### config.mk
export PLATFORM = sky130hd
export DESIGN_NAME = osd_pal_grad
export DESIGN_NICKNAME = d
export VERILOG_FILES = /design/src/hw/rtl/osd_palette_allocator_defines.svh /design/src/hw/rtl/osd_pal_pkg.sv /design/src/hw/rtl/osd_pal_grad.sv
export SDC_FILE = /design/constraint.sdc
export NUM_CORES = 1
export LEC_CHECK = 0
export ABC_CLOCK_PERIOD_IN_PS = 5900
export BUFFER_PORTS_ARGS = -buffer_cell sky130_fd_sc_hd__buf_2
export CORE_AREA = 4 4 240 335
export CTS_CLUSTER_SIZE = 16
export DETAILED_ROUTE_END_ITERATION = 6
export DIE_AREA = 0 0 244 339
export SKIP_LAST_GASP = 1
export SLEW_MARGIN = 15
export SYNTH_ARGS = -nofsm -noshare
export SYNTH_HDL_FRONTEND = slang
export SYNTH_SLANG_ARGS = --single-unit
export TNS_END_PERCENT = 100
### constraint.sdc
create_clock -name clk -period 5.9 [get_ports clk]
set_clock_uncertainty 0.1 [all_clocks]
set_input_delay 0.59 -clock clk [delete_from_list [all_inputs] [get_ports clk]]
set_output_delay 0.59 -clock clk [all_outputs]
set_load 0.01 [all_outputs]
### src/hw/rtl/osd_palette_allocator_defines.svh
// ----------------------------------------------------------------------------
// OSD palette allocator assertion macros
// Concurrent assertion wrappers clocked on clk and disabled during reset.
// ----------------------------------------------------------------------------
`ifndef OSD_PALETTE_ALLOCATOR_DEFINES_SVH
`define OSD_PALETTE_ALLOCATOR_DEFINES_SVH

`ifndef SYNTHESIS
`define OSD_PAL_ASSERT(lbl, prop, msg) \
	lbl: assert property (@(posedge clk) disable iff (!arst_n) prop) else $error(msg);
`define OSD_PAL_ASSERT_NEXT(lbl, ante, cons, msg) \
	lbl: assert property (@(posedge clk) disable iff (!arst_n) (ante) |=> (cons)) else $error(msg);
`else
`define OSD_PAL_ASSERT(lbl, prop, msg)
`define OSD_PAL_ASSERT_NEXT(lbl, ante, cons, msg)
`endif

`endif

### src/hw/rtl/osd_pal_pkg.sv
// ----------------------------------------------------------------------------
// OSD palette allocator package
// Shared constants, control structures and gradient lane arithmetic.
// ----------------------------------------------------------------------------
package osd_pal_pkg;

	localparam int TEXT_ENTRIES = 11;
	localparam int EDGE_OFFSET  = 6;
	localparam int FORE_OFFSET  = 10;
	localparam int STEP_W       = 4;
	localparam int LANES        = 4;
	localparam int OPA_LANE     = 3;

	// Number of blend steps in the background-to-border and border-to-foreground runs.
	localparam logic [3:0] BLEND_A_LEN = 4'd5;
	localparam logic [3:0] BLEND_B_LEN = 4'd4;

	// Reciprocal of five scaled by 1024, exact for magnitudes up to 255.
	localparam logic [15:0] RECIP_FIVE = 16'd205;

	typedef struct packed {
		logic [7:0] from;
		logic       neg;
		logic [7:0] dq;
		logic [2:0] dr;
	} lane_t;

	typedef struct packed {
		logic load;
		logic advance;
	} grad_ctl_t;

	typedef struct packed {
		logic [STEP_W-1:0] step;
		logic              last;
	} grad_sts_t;

	// Splits |to - from| into quotient and remainder by the run length.
	function automatic lane_t lane_setup(input logic [7:0] from, input logic [7:0] to,
	                                     input logic by_five);
		logic [8:0]  diff;
		logic [7:0]  mag;
		logic [15:0] prod;
		logic [7:0]  q;
		logic [7:0]  r;
		lane_t       res;
		diff = {1'b0, to} - {1'b0, from};
		mag  = diff[8] ? (~diff[7:0] + 8'd1) : diff[7:0];
		prod = {8'd0, mag} * RECIP_FIVE;
		if (by_five) begin
			q = {2'b00, prod[15:10]};
			r = mag - ({q[5:0], 2'b00} + q);
		end else begin
			q = {2'b00, mag[7:2]};
			r = {6'd0, mag[1:0]};
		end
		res.from = from;
		res.neg  = diff[8];
		res.dq   = q;
		res.dr   = r[2:0];
		return res;
	endfunction

	// Truncating blend for colour bytes, flooring blend for transparency.
	function automatic logic [7:0] lane_value(input lane_t l, input logic [7:0] acc,
	                                          input logic [2:0] rem, input logic floor_mode);
		logic [7:0] v;
		if (l.neg) begin
			v = l.from - acc;
			if (floor_mode && (rem != 3'd0)) begin
				v = v - 8'd1;
			end
		end else begin
			v = l.from + acc;
		end
		return v;
	endfunction

endpackage

### src/hw/rtl/osd_pal_grad.sv
// ----------------------------------------------------------------------------
// OSD palette text gradient generator
// Produces the eleven text palette entries, one per cycle while advance is high,
// by stepping per-lane quotient and remainder accumulators instead of dividing.
// ----------------------------------------------------------------------------
module osd_pal_grad import osd_pal_pkg::*; (
	input  logic        clk,
	input  logic        arst_n,
	input  grad_ctl_t   ctl,
	input  logic [23:0] back_color,
	input  logic [7:0]  back_opacity,
	input  logic [23:0] edge_color,
	input  logic [7:0]  edge_opacity,
	input  logic [23:0] fore_color,
	input  logic [7:0]  fore_opacity,
	output grad_sts_t   sts,
	output logic [23:0] entry_color,
	output logic [7:0]  entry_opacity
);

	lane_t             lane_a_q [LANES];
	lane_t             lane_b_q [LANES];
	logic [7:0]        acc_q    [LANES];
	logic [2:0]        rem_q    [LANES];
	logic [7:0]        back_b   [LANES];
	logic [7:0]        edge_b   [LANES];
	logic [7:0]        fore_b   [LANES];
	logic [7:0]        lane_val [LANES];
	logic [STEP_W-1:0] step_q;
	logic              phase_b;
	logic              restart;
	logic              hold;

	always_comb begin
		for (int i = 0; i < LANES - 1; i++) begin
			back_b[i] = back_color[8*i +: 8];
			edge_b[i] = edge_color[8*i +: 8];
			fore_b[i] = fore_color[8*i +: 8];
		end
		back_b[OPA_LANE] = back_opacity;
		edge_b[OPA_LANE] = edge_opacity;
		fore_b[OPA_LANE] = fore_opacity;
	end

	// Entries 0 and 1 both carry the background, so the first step does not advance.
	assign phase_b = step_q >= STEP_W'(EDGE_OFFSET);
	assign restart = step_q == STEP_W'(EDGE_OFFSET - 1);
	assign hold    = step_q == '0;

	for (genvar g = 0; g < LANES; g++) begin : g_lane
		lane_t      cur;
		logic [3:0] nlen;
		logic [3:0] rsum;
		logic       wrap;

		always_comb begin
			cur  = phase_b ? lane_b_q[g] : lane_a_q[g];
			nlen = phase_b ? BLEND_B_LEN : BLEND_A_LEN;
			rsum = {1'b0, rem_q[g]} + {1'b0, cur.dr};
			wrap = rsum >= nlen;
		end

		always_ff @(posedge clk) begin
			if (ctl.load) begin
				lane_a_q[g] <= lane_setup(back_b[g], edge_b[g], 1'b1);
				lane_b_q[g] <= lane_setup(edge_b[g], fore_b[g], 1'b0);
				acc_q[g]    <= '0;
				rem_q[g]    <= '0;
			end else if (ctl.advance && !hold) begin
				if (restart) begin
					acc_q[g] <= '0;
					rem_q[g] <= '0;
				end else if (wrap) begin
					acc_q[g] <= acc_q[g] + cur.dq + 8'd1;
					rem_q[g] <= 3'(rsum - nlen);
				end else begin
					acc_q[g] <= acc_q[g] + cur.dq;
					rem_q[g] <= rsum[2:0];
				end
			end
		end

		assign lane_val[g] = lane_value(cur, acc_q[g], rem_q[g], 1'(g == OPA_LANE));
	end

	always_ff @(posedge clk or negedge arst_n) begin
		if (!arst_n) begin
			step_q <= '0;
		end else if (ctl.load) begin
			step_q <= '0;
		end else if (ctl.advance && !sts.last) begin
			step_q <= step_q + STEP_W'(1);
		end
	end

	assign sts.step      = step_q;
	assign sts.last      = step_q == STEP_W'(FORE_OFFSET);
	assign entry_color   = {lane_val[2], lane_val[1], lane_val[0]};
	assign entry_opacity = lane_val[OPA_LANE];

endmodule

==> results of run 1 <==
-- worst max-delay path by stage --
stage | from | to | slack [ns] | cells past startpoint
2_1_floorplan | edge_color[8] | lane_a_q[1][2] | -0.96 | 31
3_3_place_gp | edge_color[8] | lane_a_q[1][2] | -1.40 | 33
3_5_place_dp | edge_color[8] | lane_a_q[1][2] | -1.41 | 33
4_1_cts | edge_color[8] | lane_a_q[1][2] | -0.85 | 34
5_1_grt | edge_color[8] | lane_a_q[1][2] | -1.10 | 34
6_report | edge_color[8] | lane_a_q[1][2] | -0.85 | 34
-- registers in the layout, summed over array words and instances (netlist names) --
signal and flops:
lane_b_q 68, acc_q 32, step_q 4, lane_a_q 72, rem_q 12
-- kinds of logic (layout without fill, tap and decap cells) --
family	Yosys count	in the layout	share of synthesized area, %
AOI/OAI and AO/OA	326	326	11.1
DFF	188	188	29.3
and+or+nand+nor	362	362	9.29
adders and majority gates	404	404	29.0
buffers and inverters	314	789	6.14
xor gates and xnor gates	236	236	10.9
muxes	73	73	4.20
other	0	2	0
-- routing by layer --
layer	track usage [%]	wire, µm
met1	11.3	17300
met3	1.61	973
met4	5.12	1920
met2	22.6	26200
met5	0	0
-- cell usage after synthesis, types with 5 or more instances --
master / number / share of area (%)
nand3_1: 17 / 0.44
nor2_1: 110 / 2.2
clkbuf_1: 19 / 0.37
ha_1: 335 / 22
and2_1: 5 / 0.16
o31ai_1: 16 / 0.63
o21ai_0: 66 / 1.7
and3_1: 9 / 0.29
a21oi_1: 87 / 2.3
fa_1: 69 / 7.2
edfxtp_1: 184 / 29
a21boi_0: 10 / 0.39
a31oi_1: 15 / 0.49
o21a_1: 13 / 0.51
a21o_1: 41 / 1.6
mux2_2: 60 / 3.5
nand3b_1: 8 / 0.31
nand4_1: 7 / 0.23
xnor2_1: 158 / 7.2
nor2b_1: 35 / 1.1
or3_1: 12 / 0.39
xor2_1: 76 / 3.5
nand2_1: 84 / 1.6
inv_1: 295 / 5.8
a211oi_1: 11 / 0.43
mux2i_1: 13 / 0.68
o21bai_1: 27 / 1.1
nand2b_1: 16 / 0.52
nor3_1: 27 / 0.70
nor3b_1: 9 / 0.35
-- what timing repair did --
action / CTS / global route
setup buffers: 27 / 22
endpoints found under the hold margin: 4 / 0
pin swaps: 86 / 75
setup endpoints to repair: 23 / 30
hold buffers: 1 / 0
resized for setup: 83 / 76
-- metrics by stage --
step / cells / setup slack (ns)
5_1_grt: 3423 / -1.10
3_3_place_gp: 3344 / -1.40
2_1_floorplan: 1903 / -0.956
4_1_cts: 3404 / -0.851
6_report: 3425 / -0.846
3_5_place_dp: 3344 / -1.41
-- area by class of cell --
| class | count | area, µm² |
|---|---|---|
| clock inverter | 15 | 150 |
| inverter | 295 | 1160 |
| timing repair buffer | 462 | 3280 |
| fill | 7974 | 52000 |
| sequential | 188 | 5630 |
| antenna | 2 | 5.00 |
| clock buffer | 17 | 425 |
| multi-input combinational | 1401 | 13500 |
| tap | 1045 | 1310 |
==> metrics, run 1 <==
setup TNS=-3.07 ns; final hold slack=0.205 ns; most frequent cells in the layout=buf_4 (313), ha_1 (312), inv_1 (274); RSZ-0062 raised after global routing=yes; initial core utilization=around a quarter; Final Setup Violations=13; Worst Max-Slew Pin Slew=~1 ns; Hold Path Class=in2reg; final net count=between 2000 and 3000; WP data required=around 6.0 ns; Die Ht=339 µm; Final Hold Vio Count=0; core region area=~0.078 mm²; row cnt=121; drt drc=0; initial antenna violation count=2; final instance area=0.0255 mm²; Netlist Area Pre-Place=0.0192 mm²; crit share post-route=114%; startpoint types=input port; syn avg cell area=~10 µm²; gr usage total=a little under an eighth; Worst R2R Start=step_q[0]; failing checks=setup timing; critical path class=in2reg; reg2reg end=acc_q[2][6]; WP data arrival=between 6 and 7 ns; Port-buffer cells=~140; worst path bufs/invs=10; Die ar.=about 0.083 mm²; ratio of cells with drive above 1 in the final layout=30.8%; Congestion Overflow GR=0; count of state elements after synthesis=about 190; commonest non-fill, non-tap cell in the layout=buf_4; largest net degree at the start of global routing=79; Clk pin slew, worst setup/hold paths=approximately 0.08 ns; vias per inst=about 4.3; post-route core utilization=32.9%; Synthesis Warnings=0; Routed Wire Length=around 46000 µm; post-synth cell types=62; CP max stage delay=0.55 ns; via count=14637; Top Ports=between 100 and 150; fin crit period=about 6.7 ns; Die X-Extent=~240 µm; number of global-route vias before repair=around 16000; crit end category=flip-flop; H-tree Lvls=4; Detail Route Antenna Nets=0; R2R setup slack=~1.2 ns; WHS Endpoint=lane_a_q[3][19]; max-cap violations=0; CTS max path bufs=2; CTS Root Cell=clkbuf_16; Crit path max-delay family=adder cells; Hold Path Cell Cnt=1; first-pass GRT wire length=about 75000 µm; CTS buffer count=17; Worst R2R Path Depth=18; CP max-delay cell=fa_1; clk_lat worst skew=about 0.47 ns; sequential fraction of the synthesis area=between 20% and 30%; placed cell areas=roughly 0.024 mm²; worst setup margin=-0.846 ns; max-slew violations=0; status=complete, but fails checks; Slew headroom=31.6%; CTS sink cnt=188; drt first-iter violations=about 340; gpl congestion=0.831; CTS tree=built; HPWL Detailed=between 30000 and 40000 µm; fmax=148 MHz; Area Growth Syn to Fin=32.7%; Crit Path Max Fanout=3; EDFF count, synth=184; Post-synth ARST share=under 10%; Syn Nets=~2400; Top FF cell, synth=edfxtp_1; Most common cell on crit path=inv_2; number of detailed-routing iterations run before antenna repair=4; Hold Path Origin=back_opacity[7]; average wire per standard cell=between 10 and 15 µm; Cells after Synth=about 1900
Power of run 1 is left out: the tool's default activity adds up to more than one toggle a clock period on the data nets, which glitch-free logic cannot reach.
==> inputs of run 2 (changes only) <==
--- a/config.mk
+++ b/config.mk
@@ -7,10 +7,10 @@
 export LEC_CHECK = 0
 export ABC_CLOCK_PERIOD_IN_PS = 5900
 export BUFFER_PORTS_ARGS = -buffer_cell sky130_fd_sc_hd__buf_2
-export CORE_AREA = 4 4 240 335
+export CORE_AREA = 4 4 180 252
 export CTS_CLUSTER_SIZE = 16
 export DETAILED_ROUTE_END_ITERATION = 6
-export DIE_AREA = 0 0 244 339
+export DIE_AREA = 0 0 184 256
 export SKIP_LAST_GASP = 1
 export SLEW_MARGIN = 15
 export SYNTH_ARGS = -nofsm -noshare
==> run 2 against run 1 <==
Compared with the run above: the run still ends with setup timing left; maximum frequency is 0.50% higher; wire length is 2.8% lower; register-to-register slack worse by 0.04 ns; count of clock-buffer cells in the layout stayed put; final cell count is 14% lower; critical path depth is 1 higher; via count is 2.2% higher; flip-flop and latch count stayed put; design area is 2.1% lower; hold slack better by 0.020 ns; worst setup slack better by 0.034 ns; critical endpoint unchanged.
==> metrics, run 2 (synthesis results as in run 1) <==
crit end category=flip-flop (unchanged); Top Ports=137 (unchanged); biggest regs=lane_a_q: 72 flops, lane_b_q: 68 flops, acc_q: 32 flops (unchanged); CP max-delay cell=fa_1 (unchanged); crit share post-route=114% (about the same); status=complete, but fails checks (unchanged); initial core utilization=44.6% (was 24.8%); grt met3 use=1.89% (was 1.61%); worst setup margin=-0.812 ns (was -0.846 ns); Congestion Overflow GR=0 (unchanged); gpl congestion=0.855 (was 0.831); drt drc=0 (unchanged); Worst Max-Slew Pin Slew=0.984 ns (was 0.998 ns); Die ar.=0.0471 mm² (was 0.0827 mm²); max-cap violations=0 (unchanged); number of global-route vias before repair=16003 (was 15557); clk_lat worst skew=0.45 ns (was 0.47 ns); Port-buffer cells=136 (unchanged); Die X-Extent=184 µm (was 244 µm); CTS Root Cell=clkbuf_16 (unchanged); fmax=149 MHz (was 148 MHz); Top reg by flops=lane_a_q (unchanged); row cnt=90 (was 121); Slew headroom=32.6% (was 31.6%); Final Setup Violations=16 (was 13); Routed Wire Length=45100 µm (was 46400 µm); final hold slack=0.225 ns (was 0.205 ns); critical path class=in2reg (unchanged); H-tree Lvls=4 (unchanged); Most common cell on crit path=inv_2 (unchanged); max-slew violations=0 (unchanged); final net count=2880 (was 2869); met1 Usage GRT=20.9% (was 11.3%); commonest non-fill, non-tap cell in the layout=buf_4 (unchanged); Crit Path Max Fanout=2 (was 3); Final Hold Vio Count=0 (unchanged); Die Ht=256 µm (was 339 µm); Top Usage Layer GRT=met2 (unchanged); core region area=0.0430 mm² (was 0.0775 mm²); n_diodes=0 (was 2); startpoint types=input port (unchanged); met2 GRT Util=38.3% (was 22.6%); Clk pin slew, worst setup/hold paths=0.07 ns (was 0.08 ns); RSZ-0062 raised after global routing=yes (unchanged); Detail Route Antenna Nets=0 (unchanged); Area Growth Syn to Fin=30.0% (was 32.7%); average wire per standard cell=15.4 µm (was 13.6 µm); vias per inst=5.09 (was 4.27); most frequent cells in the layout=buf_4 (328), ha_1 (310), inv_1 (267) (was buf_4 (313), ha_1 (312), inv_1 (274)); HPWL Detailed=36500 µm (was 38400 µm); CTS max path bufs=2 (unchanged); fin crit period=6.71 ns (was 6.75 ns); failing checks=setup timing (unchanged); first-pass GRT wire length=74700 µm (was 75200 µm); CTS sink cnt=188 (unchanged); CTS buffer count=17 (unchanged); CTS tree=built (unchanged); ratio of cells with drive above 1 in the final layout=31.1% (was 30.8%); CP max stage delay=0.53 ns (was 0.55 ns); Hold Path Class=in2reg (unchanged); largest net degree at the start of global routing=81 (was 79); WP data required=6.00 ns (was 6.01 ns); number of detailed-routing iterations run before antenna repair=5 (was 4); drt first-iter violations=406 (was 336); initial antenna violation count=0 (was 2); gr usage total=19.3% (was 11.3%); via count=14959 (was 14637); number of flip-flops in the largest register=72 (unchanged); WP data arrival=6.81 ns (was 6.86 ns)
-- run 2: path summary, 6_finish.rpt --
kind / cells after the start / startpoint / slack, ns / end
max: 35 / edge_color[8] / -0.81 / lane_a_q[1][2]
min: 1 / back_color[16] / 0.23 / lane_a_q[2][12]
max reg2reg: 17 / step_q[0] / 1.14 / acc_q[1][7]
min reg2reg: 2 / step_q[1] / 0.57 / step_q[1]
max in group asynchronous: 2 / arst_n / 5.22 / step_q[1]
min in group asynchronous: 2 / arst_n / 0.35 / step_q[3]
-- run 2: repair_timing --
item                                    in CTS  in global routing
hold buffers                                 1                  0
endpoints found under the setup margin      22                 26
endpoints found under the hold margin        4                  0
pin swaps                                   90                 67
gates resized for setup                     92                 65
buffers inserted                            47                 15
-- run 2: worst max-delay path: cells and delay by family --
family,cells,cell delay [ns]
compound gates,7,1.30
simple gates,4,0.59
fa+ha+maj,8,2.75
xor+xnor,6,0.92
buf+inv,10,0.64
-- run 2: layer usage --
layer,share of wire [%],vias up
met2,57,170
met4,2.7,0
met3,1.7,75
met5,0,-
met1,39,7166
li1,-,7548
-- run 2: final cells by class --
| cell class | count | area [µm²] |
|---|---|---|
| fill | 3710 | 18100 |
| multi-input combinational | 1401 | 13500 |
| sequential | 188 | 5630 |
| timing repair buffer | 473 | 3340 |
| inverter | 295 | 1160 |
| tap | 552 | 691 |
| clock buffer | 17 | 425 |
| clock inverter | 14 | 160 |
-- run 2: stage by stage --
stage / setup slack [ns] / std cells / TNS, ns / util (%) / area [µm²]
floorplan: -0.956 / 1903 / -4.41 / - / 19700
global route: -1.09 / 2940 / -8.62 / 58.0 / 24900
detailed placement: -1.47 / 2852 / -19.93 / 53.8 / 23100
finish: -0.812 / 2940 / -4.49 / 58.0 / 24900
CTS: -0.832 / 2930 / -3.98 / 57.0 / 24500
global placement: -1.32 / 2852 / -17.70 / 53.8 / 23100
Power of run 2 is left out for the same reason.
